**src/mbsr_pkg.sv**
```systemverilog
// shared types, codes and helper functions of the modbus register responder
// no dependencies
`timescale 1ns / 1ps
`default_nettype none

package mbsr_pkg;

    localparam int REGISTER_COUNT_DEF = 16;
    localparam int BANK_IDX_W = 4;

    localparam logic OP_READ  = 1'b0;
    localparam logic OP_WRITE = 1'b1;

    localparam logic MODE_RTU   = 1'b0;
    localparam logic MODE_ASCII = 1'b1;

    localparam logic [1:0] STATUS_OK        = 2'd0;
    localparam logic [1:0] STATUS_BAD_ADDR  = 2'd1;
    localparam logic [1:0] STATUS_BAD_COUNT = 2'd2;

    localparam logic [1:0] CFG_FRAME_MODE = 2'd0;
    localparam logic [1:0] CFG_SLAVE_ADDR = 2'd1;

    localparam logic [7:0] FC_READ_HOLDING = 8'h03;
    localparam logic [7:0] FC_WRITE_SINGLE = 8'h06;

    localparam logic [7:0] CH_COLON = 8'h3A;
    localparam logic [7:0] CH_CR    = 8'h0D;
    localparam logic [7:0] CH_LF    = 8'h0A;

    localparam logic [15:0] CRC_INIT = 16'hFFFF;
    localparam logic [15:0] CRC_POLY = 16'hA001;

    typedef enum logic [2:0] {
        S_IDLE,
        S_ERR,
        S_HEAD,
        S_DATA,
        S_TAIL
    } seq_state_t;

    // one character (or one error) handed from the sequencer to the packer
    typedef struct packed {
        logic       valid;
        logic       err;
        logic [1:0] status;
        logic [7:0] ch;
        logic       last;
    } emit_t;

    function automatic logic [7:0] hex_char(input logic [3:0] nib);
        logic [7:0] c;
        unique case (nib)
            4'h0: c = 8'h30;
            4'h1: c = 8'h31;
            4'h2: c = 8'h32;
            4'h3: c = 8'h33;
            4'h4: c = 8'h34;
            4'h5: c = 8'h35;
            4'h6: c = 8'h36;
            4'h7: c = 8'h37;
            4'h8: c = 8'h38;
            4'h9: c = 8'h39;
            4'hA: c = 8'h41;
            4'hB: c = 8'h42;
            4'hC: c = 8'h43;
            4'hD: c = 8'h44;
            4'hE: c = 8'h45;
            4'hF: c = 8'h46;
        endcase
        return c;
    endfunction

    // reflected crc16, one byte per call
    function automatic logic [15:0] crc16_byte(input logic [15:0] crc_in,
                                               input logic [7:0]  b);
        logic [15:0] c;
        c = crc_in ^ {8'd0, b};
        for (int k = 0; k < 8; k++) begin
            if (c[0])
                c = (c >> 1) ^ CRC_POLY;
            else
                c = c >> 1;
        end
        return c;
    endfunction

    function automatic logic [15:0] reg_reset_value(input logic [BANK_IDX_W-1:0] i);
        logic [15:0] v;
        unique case (i)
            4'd0:    v = 16'd100;
            4'd1:    v = 16'd200;
            4'd2:    v = 16'd300;
            4'd3:    v = 16'd400;
            default: v = 16'd0;
        endcase
        return v;
    endfunction

endpackage

`default_nettype wire

```
**src/mbsr_bank.sv**
```systemverilog
// holding register bank: synchronous memory with a registered read port
// entries not written since reset read as their reset value; uses mbsr_pkg
`timescale 1ns / 1ps
`default_nettype none

module mbsr_bank #(
    parameter int REGISTER_COUNT = mbsr_pkg::REGISTER_COUNT_DEF,
    parameter int IDX_W = (REGISTER_COUNT > 1) ? $clog2(REGISTER_COUNT) : 1
) (
    input  wire logic             clk,
    input  wire logic             rst_n,
    input  wire logic             wr_en,
    input  wire logic [IDX_W-1:0] wr_idx,
    input  wire logic [15:0]      wr_data,
    input  wire logic             rd_en,
    input  wire logic [IDX_W-1:0] rd_idx,
    output logic      [15:0]      rd_data
);
    import mbsr_pkg::*;

    logic [15:0]               mem [REGISTER_COUNT];
    logic [REGISTER_COUNT-1:0] written_reg;
    logic [15:0]               rd_data_reg;

    always_ff @(posedge clk or negedge rst_n) begin
        if (!rst_n)
            written_reg <= '0;
        else if (wr_en)
            written_reg[wr_idx] <= 1'b1;
    end

    always_ff @(posedge clk) begin
        if (wr_en)
            mem[wr_idx] <= wr_data;
    end

    always_ff @(posedge clk) begin
        if (rd_en)
        begin
            if (written_reg[rd_idx])
                rd_data_reg <= mem[rd_idx];
            else
                rd_data_reg <= reg_reset_value(BANK_IDX_W'(rd_idx));
        end
    end

    assign rd_data = rd_data_reg;

endmodule

`default_nettype wire

```
**src/mbsr_seq.sv**
```systemverilog
// request sequencer: checks a request, updates the bank and walks the frame
// one character per step with crc16 / lrc; uses mbsr_pkg
`timescale 1ns / 1ps
`default_nettype none

module mbsr_seq #(
    parameter int REGISTER_COUNT = mbsr_pkg::REGISTER_COUNT_DEF,
    parameter int IDX_W = (REGISTER_COUNT > 1) ? $clog2(REGISTER_COUNT) : 1
) (
    input  wire logic             clk,
    input  wire logic             rst_n,
    input  wire logic             in_valid,
    output logic                  in_ready,
    input  wire logic             opcode,
    input  wire logic [15:0]      reg_addr,
    input  wire logic [15:0]      write_value,
    input  wire logic [7:0]       read_count,
    input  wire logic             frame_mode,
    input  wire logic [7:0]       slave_address,
    output mbsr_pkg::emit_t       emit,
    input  wire logic             emit_ready,
    output logic                  wr_en,
    output logic      [IDX_W-1:0] wr_idx,
    output logic      [15:0]      wr_data,
    output logic                  rd_en,
    output logic      [IDX_W-1:0] rd_idx,
    input  wire logic [15:0]      rd_data
);
    import mbsr_pkg::*;

    seq_state_t  state_reg, state_next;
    logic        op_reg, op_next;
    logic [15:0] addr_reg, addr_next;
    logic [15:0] value_reg, value_next;
    logic [4:0]  count_reg, count_next;
    logic [5:0]  bi_reg, bi_next;
    logic        nib_reg, nib_next;
    logic        fetched_reg, fetched_next;
    logic [1:0]  tail_reg, tail_next;
    logic [15:0] crc_reg, crc_next;
    logic [7:0]  sum_reg, sum_next;
    logic [1:0]  status_reg, status_next;

    logic        accept;
    logic        cnt_bad, span_bad, waddr_bad;
    logic [5:0]  last_bi;
    logic [5:0]  word_off;
    logic [15:0] rd_addr_full;
    logic        fetch_needed;
    logic [7:0]  cur_byte;
    logic [7:0]  lrc;
    logic        byte_done;
    logic        tail_last;

    assign in_ready = (state_reg == S_IDLE);
    assign accept   = in_valid && in_ready;

    assign cnt_bad   = (read_count == 8'd0) || ({1'b0, read_count} > 9'(REGISTER_COUNT));
    assign span_bad  = ({1'b0, reg_addr} + {9'd0, read_count}) > 17'(REGISTER_COUNT);
    assign waddr_bad = reg_addr >= 16'(REGISTER_COUNT);

    assign wr_en   = accept && (opcode == OP_WRITE) && !waddr_bad;
    assign wr_idx  = reg_addr[IDX_W-1:0];
    assign wr_data = write_value;

    assign last_bi      = (op_reg == OP_WRITE) ? 6'd5 : ({count_reg, 1'b0} + 6'd2);
    assign word_off     = (bi_reg - 6'd3) >> 1;
    assign rd_addr_full = addr_reg + {10'd0, word_off};
    assign rd_idx       = rd_addr_full[IDX_W-1:0];
    assign fetch_needed = (op_reg == OP_READ) && (bi_reg >= 6'd3) && bi_reg[0] && !fetched_reg;
    assign lrc          = 8'd0 - sum_reg;
    assign byte_done    = (frame_mode == MODE_RTU) || nib_reg;
    assign tail_last    = (frame_mode == MODE_ASCII) ? (tail_reg == 2'd3) : (tail_reg == 2'd1);

    always_comb begin
        priority if (bi_reg == 6'd0)
            cur_byte = slave_address;
        else if (bi_reg == 6'd1)
            cur_byte = (op_reg == OP_WRITE) ? FC_WRITE_SINGLE : FC_READ_HOLDING;
        else if (op_reg == OP_WRITE)
        begin
            priority if (bi_reg == 6'd2)
                cur_byte = addr_reg[15:8];
            else if (bi_reg == 6'd3)
                cur_byte = addr_reg[7:0];
            else if (bi_reg == 6'd4)
                cur_byte = value_reg[15:8];
            else
                cur_byte = value_reg[7:0];
        end
        else if (bi_reg == 6'd2)
            cur_byte = {2'd0, count_reg, 1'b0};
        else if (bi_reg[0])
            cur_byte = rd_data[15:8];
        else
            cur_byte = rd_data[7:0];
    end

    always_comb begin
        state_next   = state_reg;
        op_next      = op_reg;
        addr_next    = addr_reg;
        value_next   = value_reg;
        count_next   = count_reg;
        bi_next      = bi_reg;
        nib_next     = nib_reg;
        fetched_next = fetched_reg;
        tail_next    = tail_reg;
        crc_next     = crc_reg;
        sum_next     = sum_reg;
        status_next  = status_reg;
        rd_en        = 1'b0;
        emit         = '0;

        unique case (state_reg)
            S_IDLE:
            begin
                if (accept)
                begin
                    op_next      = opcode;
                    addr_next    = reg_addr;
                    value_next   = write_value;
                    count_next   = read_count[4:0];
                    bi_next      = '0;
                    nib_next     = 1'b0;
                    fetched_next = 1'b0;
                    tail_next    = '0;
                    crc_next     = CRC_INIT;
                    sum_next     = '0;
                    priority if (opcode == OP_WRITE && waddr_bad)
                    begin
                        status_next = STATUS_BAD_ADDR;
                        state_next  = S_ERR;
                    end
                    else if (opcode == OP_READ && cnt_bad)
                    begin
                        status_next = STATUS_BAD_COUNT;
                        state_next  = S_ERR;
                    end
                    else if (opcode == OP_READ && span_bad)
                    begin
                        status_next = STATUS_BAD_ADDR;
                        state_next  = S_ERR;
                    end
                    else
                        state_next = (frame_mode == MODE_ASCII) ? S_HEAD : S_DATA;
                end
            end
            S_ERR:
            begin
                emit.valid  = 1'b1;
                emit.err    = 1'b1;
                emit.status = status_reg;
                emit.last   = 1'b1;
                if (emit_ready)
                    state_next = S_IDLE;
            end
            S_HEAD:
            begin
                emit.valid = 1'b1;
                emit.ch    = CH_COLON;
                if (emit_ready)
                    state_next = S_DATA;
            end
            S_DATA:
            begin
                if (fetch_needed)
                begin
                    rd_en        = 1'b1;
                    fetched_next = 1'b1;
                end
                else
                begin
                    emit.valid = 1'b1;
                    if (frame_mode == MODE_ASCII)
                        emit.ch = hex_char(nib_reg ? cur_byte[3:0] : cur_byte[7:4]);
                    else
                        emit.ch = cur_byte;
                    if (emit_ready)
                    begin
                        if (byte_done)
                        begin
                            crc_next     = crc16_byte(crc_reg, cur_byte);
                            sum_next     = sum_reg + cur_byte;
                            fetched_next = 1'b0;
                            nib_next     = 1'b0;
                            if (bi_reg == last_bi)
                            begin
                                tail_next  = '0;
                                state_next = S_TAIL;
                            end
                            else
                                bi_next = bi_reg + 6'd1;
                        end
                        else
                            nib_next = 1'b1;
                    end
                end
            end
            S_TAIL:
            begin
                emit.valid = 1'b1;
                emit.last  = tail_last;
                if (frame_mode == MODE_ASCII)
                begin
                    unique case (tail_reg)
                        2'd0: emit.ch = hex_char(lrc[7:4]);
                        2'd1: emit.ch = hex_char(lrc[3:0]);
                        2'd2: emit.ch = CH_CR;
                        2'd3: emit.ch = CH_LF;
                    endcase
                end
                else
                    emit.ch = tail_reg[0] ? crc_reg[15:8] : crc_reg[7:0];
                if (emit_ready)
                begin
                    if (tail_last)
                        state_next = S_IDLE;
                    else
                        tail_next = tail_reg + 2'd1;
                end
            end
            default:
                state_next = S_IDLE;
        endcase
    end

    always_ff @(posedge clk or negedge rst_n) begin
        if (!rst_n)
            state_reg <= S_IDLE;
        else
            state_reg <= state_next;
    end

    always_ff @(posedge clk) begin
        op_reg      <= op_next;
        addr_reg    <= addr_next;
        value_reg   <= value_next;
        count_reg   <= count_next;
        bi_reg      <= bi_next;
        nib_reg     <= nib_next;
        fetched_reg <= fetched_next;
        tail_reg    <= tail_next;
        crc_reg     <= crc_next;
        sum_reg     <= sum_next;
        status_reg  <= status_next;
    end

endmodule

`default_nettype wire

```
**src/mbsr_packer.sv**
```systemverilog
// result packer: pairs frame characters into results and holds the output register
// uses mbsr_pkg
`timescale 1ns / 1ps
`default_nettype none

module mbsr_packer (
    input  wire logic            clk,
    input  wire logic            rst_n,
    input  wire mbsr_pkg::emit_t emit,
    output logic                 emit_ready,
    output logic                 out_valid,
    input  wire logic            out_ready,
    output logic [1:0]           out_status,
    output logic [7:0]           out_first,
    output logic [7:0]           out_second,
    output logic [1:0]           out_count,
    output logic                 out_last
);
    import mbsr_pkg::*;

    logic       valid_reg, valid_next;
    logic       have_first_reg, have_first_next;
    logic [7:0] held_reg, held_next;
    logic [1:0] status_reg, status_next;
    logic [7:0] first_reg, first_next;
    logic [7:0] second_reg, second_next;
    logic [1:0] count_reg, count_next;
    logic       last_reg, last_next;
    logic       take;
    logic       load;

    assign emit_ready = !valid_reg || out_ready;
    assign take       = emit.valid && emit_ready;

    always_comb begin
        have_first_next = have_first_reg;
        held_next       = held_reg;
        status_next     = status_reg;
        first_next      = first_reg;
        second_next     = second_reg;
        count_next      = count_reg;
        last_next       = last_reg;
        load            = 1'b0;
        if (take)
        begin
            priority if (emit.err)
            begin
                load        = 1'b1;
                status_next = emit.status;
                first_next  = '0;
                second_next = '0;
                count_next  = 2'd0;
                last_next   = 1'b1;
            end
            else if (have_first_reg)
            begin
                load            = 1'b1;
                have_first_next = 1'b0;
                status_next     = STATUS_OK;
                first_next      = held_reg;
                second_next     = emit.ch;
                count_next      = 2'd2;
                last_next       = emit.last;
            end
            else if (emit.last)
            begin
                load        = 1'b1;
                status_next = STATUS_OK;
                first_next  = emit.ch;
                second_next = '0;
                count_next  = 2'd1;
                last_next   = 1'b1;
            end
            else
            begin
                have_first_next = 1'b1;
                held_next       = emit.ch;
            end
        end
        if (load)
            valid_next = 1'b1;
        else if (out_ready)
            valid_next = 1'b0;
        else
            valid_next = valid_reg;
    end

    always_ff @(posedge clk or negedge rst_n) begin
        if (!rst_n)
        begin
            valid_reg      <= 1'b0;
            have_first_reg <= 1'b0;
        end
        else
        begin
            valid_reg      <= valid_next;
            have_first_reg <= have_first_next;
        end
    end

    always_ff @(posedge clk) begin
        held_reg   <= held_next;
        status_reg <= status_next;
        first_reg  <= first_next;
        second_reg <= second_next;
        count_reg  <= count_next;
        last_reg   <= last_next;
    end

    assign out_valid  = valid_reg;
    assign out_status = status_reg;
    assign out_first  = first_reg;
    assign out_second = second_reg;
    assign out_count  = count_reg;
    assign out_last   = last_reg;

endmodule

`default_nettype wire

```
**src/modbus_slave_register_responder_unit.sv**
```systemverilog
// Modbus slave answering read holding registers (FC03) and write single register
// (FC06) requests from a bank of 16-bit registers, in RTU (crc16) or ASCII (lrc)
// framing. One request is taken at a time; its answer leaves as results of up to
// two frame bytes or characters, the final one flagged by tlast. The sequencer
// produces one frame character per cycle while the packer can take it, and reads
// each register from the bank in a step of its own. A request keeps the input
// busy while its whole frame is produced, a rejected request only while its error
// result is handed on, and a low m_axis_tready stalls it further. The next request
// is taken as soon as the last result sits in the output register.
// Depends on mbsr_pkg, mbsr_bank, mbsr_seq and mbsr_packer.
`timescale 1ns / 1ps
`default_nettype none

module modbus_slave_register_responder_unit #(
    parameter int REGISTER_COUNT = mbsr_pkg::REGISTER_COUNT_DEF
) (
    input  wire logic        clk,
    input  wire logic        rst_n,
    input  wire logic        s_axis_tvalid,
    output logic             s_axis_tready,
    // reg_addr[15:0], write_value[31:16], read_count[39:32]
    input  wire logic [39:0] s_axis_tdata,
    // opcode[0]
    input  wire logic        s_axis_tuser,
    output logic             m_axis_tvalid,
    input  wire logic        m_axis_tready,
    // first_byte[7:0], second_byte[15:8], byte_count[17:16], zero[23:18]
    output logic      [23:0] m_axis_tdata,
    // status[1:0]
    output logic      [1:0]  m_axis_tuser,
    output logic             m_axis_tlast,
    input  wire logic        cfg_valid,
    output logic             cfg_ready,
    input  wire logic [1:0]  cfg_index,
    input  wire logic [7:0]  cfg_data
);
    import mbsr_pkg::*;

    localparam int IDX_W = (REGISTER_COUNT > 1) ? $clog2(REGISTER_COUNT) : 1;

    logic       frame_mode_reg, frame_mode_next;
    logic [7:0] slave_reg, slave_next;

    emit_t             emit;
    logic              emit_ready;
    logic              wr_en;
    logic [IDX_W-1:0]  wr_idx;
    logic [15:0]       wr_data;
    logic              rd_en;
    logic [IDX_W-1:0]  rd_idx;
    logic [15:0]       rd_data;
    logic [7:0]        out_first;
    logic [7:0]        out_second;
    logic [1:0]        out_count;

    assign cfg_ready = 1'b1;

    always_comb begin
        frame_mode_next = frame_mode_reg;
        slave_next      = slave_reg;
        if (cfg_valid && cfg_ready)
        begin
            unique case (cfg_index)
                CFG_FRAME_MODE: frame_mode_next = cfg_data[0];
                CFG_SLAVE_ADDR: slave_next      = cfg_data;
                default:        ;
            endcase
        end
    end

    always_ff @(posedge clk or negedge rst_n) begin
        if (!rst_n)
        begin
            frame_mode_reg <= MODE_RTU;
            slave_reg      <= 8'd1;
        end
        else
        begin
            frame_mode_reg <= frame_mode_next;
            slave_reg      <= slave_next;
        end
    end

    mbsr_bank #(
        .REGISTER_COUNT(REGISTER_COUNT),
        .IDX_W         (IDX_W)
    ) u_bank (
        .clk    (clk),
        .rst_n  (rst_n),
        .wr_en  (wr_en),
        .wr_idx (wr_idx),
        .wr_data(wr_data),
        .rd_en  (rd_en),
        .rd_idx (rd_idx),
        .rd_data(rd_data)
    );

    mbsr_seq #(
        .REGISTER_COUNT(REGISTER_COUNT),
        .IDX_W         (IDX_W)
    ) u_seq (
        .clk          (clk),
        .rst_n        (rst_n),
        .in_valid     (s_axis_tvalid),
        .in_ready     (s_axis_tready),
        .opcode       (s_axis_tuser),
        .reg_addr     (s_axis_tdata[15:0]),
        .write_value  (s_axis_tdata[31:16]),
        .read_count   (s_axis_tdata[39:32]),
        .frame_mode   (frame_mode_reg),
        .slave_address(slave_reg),
        .emit         (emit),
        .emit_ready   (emit_ready),
        .wr_en        (wr_en),
        .wr_idx       (wr_idx),
        .wr_data      (wr_data),
        .rd_en        (rd_en),
        .rd_idx       (rd_idx),
        .rd_data      (rd_data)
    );

    mbsr_packer u_packer (
        .clk       (clk),
        .rst_n     (rst_n),
        .emit      (emit),
        .emit_ready(emit_ready),
        .out_valid (m_axis_tvalid),
        .out_ready (m_axis_tready),
        .out_status(m_axis_tuser),
        .out_first (out_first),
        .out_second(out_second),
        .out_count (out_count),
        .out_last  (m_axis_tlast)
    );

    assign m_axis_tdata = {6'd0, out_count, out_second, out_first};

endmodule

`default_nettype wire

```
**config.mk**
```make
export PLATFORM = sky130hd
export DESIGN_NAME = modbus_slave_register_responder_unit
export DESIGN_NICKNAME = d
export VERILOG_FILES = /design/src/mbsr_pkg.sv /design/src/mbsr_bank.sv /design/src/mbsr_seq.sv /design/src/mbsr_packer.sv /design/src/modbus_slave_register_responder_unit.sv
export SDC_FILE = /design/constraint.sdc
export NUM_CORES = 1
export LEC_CHECK = 0
export BUFFER_PORTS_ARGS = -buffer_cell sky130_fd_sc_hd__clkbuf_2
export CAP_MARGIN = 40
export CORE_ASPECT_RATIO = 1.4
export CORE_MARGIN = 2
export CORE_UTILIZATION = 30
export CTS_CLUSTER_SIZE = 12
export DETAILED_ROUTE_END_ITERATION = 12
export GPL_TIMING_DRIVEN = 0
export PLACE_DENSITY = 0.49
export REMOVE_ABC_BUFFERS = 1
export SETUP_SLACK_MARGIN = 0.4
export SYNTH_ARGS = -nofsm -noshare
export SYNTH_HDL_FRONTEND = slang
export SYNTH_SLANG_ARGS = --single-unit
```
**constraint.sdc**
```tcl
create_clock -name clk -period 4.7 [get_ports clk]
set_input_delay 0.94 -clock clk [delete_from_list [all_inputs] [get_ports clk]]
set_output_delay 0.94 -clock clk [all_outputs]
set_load 0.05 [all_outputs]
```
==> out/qor.csv <==
stage;metric;value;unit
yosys;synthTopCellsByArea;edfxtp_1, mux4_2, dfrtp_1;
yosys;seq_area_frac_synth;0.653;
yosys;ys_dominant_reg_cell;edfxtp_1;
cells_and_area;stdcell_area;0.0217;sq mm
cells_and_area;layout.nets;1379;
cells_and_area;final_cell_mix;edfxtp_1, mux4_2, clkbuf_2;
floorplanning;io_pins;86;
sta;drv_slew;0;
sta;hold_viol;0;
yosys;synth_area_per_cell;15.8;sq um
detailed_routing;wl;46500;um
cells_and_area;diodes;0;
floorplanning;rows;107;
sta;max_freq;242;MHz
detailed_routing;dr.first_iter.drc_count;587;
yosys;ys_ff_latch;405;
sta;finalWorstSetupSlack;571;ps
detailed_routing;via_per_inst;4.89;
sta;min_period;4130;ps
worst_setup_path;critPathMaxFanout;39;
placement;place_congestion;0.845;
floorplanning;die_x;213;um
yosys;ys_warn_count;0;
power_and_ir_drop;power_density;546;mW/mm^2
yosys;synth_top_area_cell;edfxtp_1;
placement;post-place-ws;-719;ps
clock_network;cts_tree;done;
detailed_routing;drt_first_pass_iters;7;
placement;place_area;0.0202;sq mm
floorplanning;start_util;0.303;
worst_setup_path;start_kind;flip-flop;
worst_setup_path;crit_chain;buf_4 -> ha_1 -> xnor2_2 -> inv_1 -> fa_4 -> buf_16 -> mux4_2 -> mux2_2 -> a21oi_2 -> buf_4 -> o22ai_1;
clock_network;root_buffer;clkbuf_16;
floorplanning;die_area;0.0633;sq mm
clock_network;hold_buffers;0;
detailed_routing;vias;10400;
cells_and_area;regMostFlops;u_bank.mem;
yosys;ys_types;78;
cells_and_area;final_layout_size_suffix_gt1_frac;0.262;
cells_and_area;syn_to_final_growth;17.7;%
floorplanning;core_area;0.0608;sq mm
detailed_routing;antenna_left;0;
grt;grt_use_total;0.148;
yosys;synth_top_area_share;0.612;
sta;hold_ws;249;ps
worst_setup_path;cp_num_buf_inv;4;
yosys;synth_area;0.0184;sq mm
sta;rsz0062_at_grt;no;
power_and_ir_drop;vdd_ir_drop_max;297;uV
worst_setup_path;crit_top_cell;buf_4;
clock_network;h-tree-depth;2;
yosys;synth_edf_count;375;
worst_setup_path;worstPathRequired;5000;ps
placement;place.detailed.hpwl;32500;um
cells_and_area;instances_no_fill;2132;
worst_setup_path;cp-end-kind;flip-flop;
grt;grt_pass1_wl;68900;um
detailed_routing;route.detailed.drc;0;
yosys;syn_inst;1166;
sta;min_period_over_period;0.878;
cells_and_area;largest_reg_flops;256;
sta;slew_headroom;0.395;
worst_setup_path;path_class;flip-flop to flip-flop;
detailed_routing;wl_per_cell;21.8;um
grt;antenna_found_initial;1;
worst_setup_path;max_stage_delay;810;ps
clock_network;clk_pin_slew_worst_paths;60;ps
clock_network;cts_max_path_buffers;3;
cells_and_area;layout_commonest_cell;edfxtp_1;
sta;finalSetupViolCount;0;
sta;worst_slew_pin_slew;908;ps
grt;grt_max_degree;40;
sta;skew;19.0;ps
grt;overflow;0;
clock_network;numCtsBuffers;44;
grt;grt_pass1_vias;10800;
cells_and_area;fill_cells;5897;
placement;portBuffers;78;
clock_network;cts.sinks;405;
worst_setup_path;cp_top_family;adder cells;
clock_network;clock_latency;570;ps
worst_setup_path;slowest_stage;fa_4;
worst_hold_path;holdCritPathClass;input pin to asynchronous set/reset pin;
yosys;postSynth.asyncResetShare;0.0741;
worst_setup_path;cp.arrival;4420;ps
status;status;finished clean;
placement;place_inst;2042;
power_and_ir_drop;p_leak;7.51;nW
run;drv_cap;0;
power_and_ir_drop;power.total;0.0118;W
floorplanning;die_h;297;um
## layout make-up
| class | count | area (sq um) | share of cell area |
|---|---|---|---|
| repair buffers | 123 | 985 | 0.0455 |
| well taps | 817 | 1020 | 0.0472 |
| multi-input cells | 667 | 6160 | 0.285 |
| clock buffers | 59 | 1160 | 0.0535 |
| inverters | 45 | 169 | 0.00780 |
| clock inverters | 16 | 141 | 0.00653 |
| flip-flops and latches | 405 | 12000 | 0.555 |
## worst paths after layout
kind	startpoint	to	slack [ps]	cells after the start
max in group asynchronous	rst_n	slave_reg[0]	3960	2
worst min-delay path	rst_n	u_seq.state_reg[1]	250	1
worst min register to register	u_bank.written_reg[2]	u_bank.written_reg[2]	460	1
worst max-delay path	u_seq.bi_reg[1]	u_bank.rd_data[7]	570	11
min in group clk	u_bank.written_reg[2]	u_bank.written_reg[2]	460	1
worst max register to register	u_seq.bi_reg[1]	u_bank.rd_data[7]	570	11
## metrics by stage
| step | TNS, ps | utilization |
|---|---|---|
| global route | 0 | 0.356 |
| detailed placement | -10700 | 0.332 |
| global placement | -174980 | 0.322 |
| finish | 0 | 0.356 |
| floorplan | -13230 | - |
| CTS | 0 | 0.355 |
## repair_timing
action | 4_1_cts | 5_1_grt
endpoints found under the hold margin | 0 | 0
cloned | 0 | 0
pin swaps | 2 | 1
gates resized for setup | 9 | 9
buffers inserted | 9 | 6
setup endpoints to repair | 46 | 32
## metal layers
| layer | track usage | up-vias | share of wire |
|---|---|---|---|
| met5 | 0 | - | 0.00024 |
| met3 | 0.0266 | 90 | 0.039 |
| li1 | - | 4775 | - |
| met4 | 0.0549 | 2 | 0.035 |
| met1 | 0.164 | 5298 | 0.37 |
| met2 | 0.277 | 252 | 0.55 |
## where the power goes
part / switching (W) / internal, W / total, W
clock: 0.00141 / 0.00179 / 0.00320
sequential: 0.000205 / 0.00426 / 0.00446
combinational: 0.00231 / 0.00185 / 0.00417
total: 0.00393 / 0.00790 / 0.0118
## synth_stat cells, types with 18 or more instances
cell and n:
nand2_1 46, nor3_1 20, edfxtp_1 375, o21ai_0 28, xor2_1 23, mux2i_1 21
a21oi_1 28, xnor2_1 31, nor2b_1 20, clkbuf_1 36, inv_1 43, dfrtp_1 29
nor2_1 78, ha_1 34, mux4_2 84, nand3_1 18
## cells by family after synthesis
group	Yosys count	share of synthesized area
xor+xnor	60	0.0324
simple gates	286	0.0811
fa+ha+maj	37	0.0264
compound gates	157	0.0605
buf+inv	99	0.0228
other cells	2	0.000408
mux	120	0.123
flops	405	0.653
No activity file was read; power rests on OpenSTA's default activity.
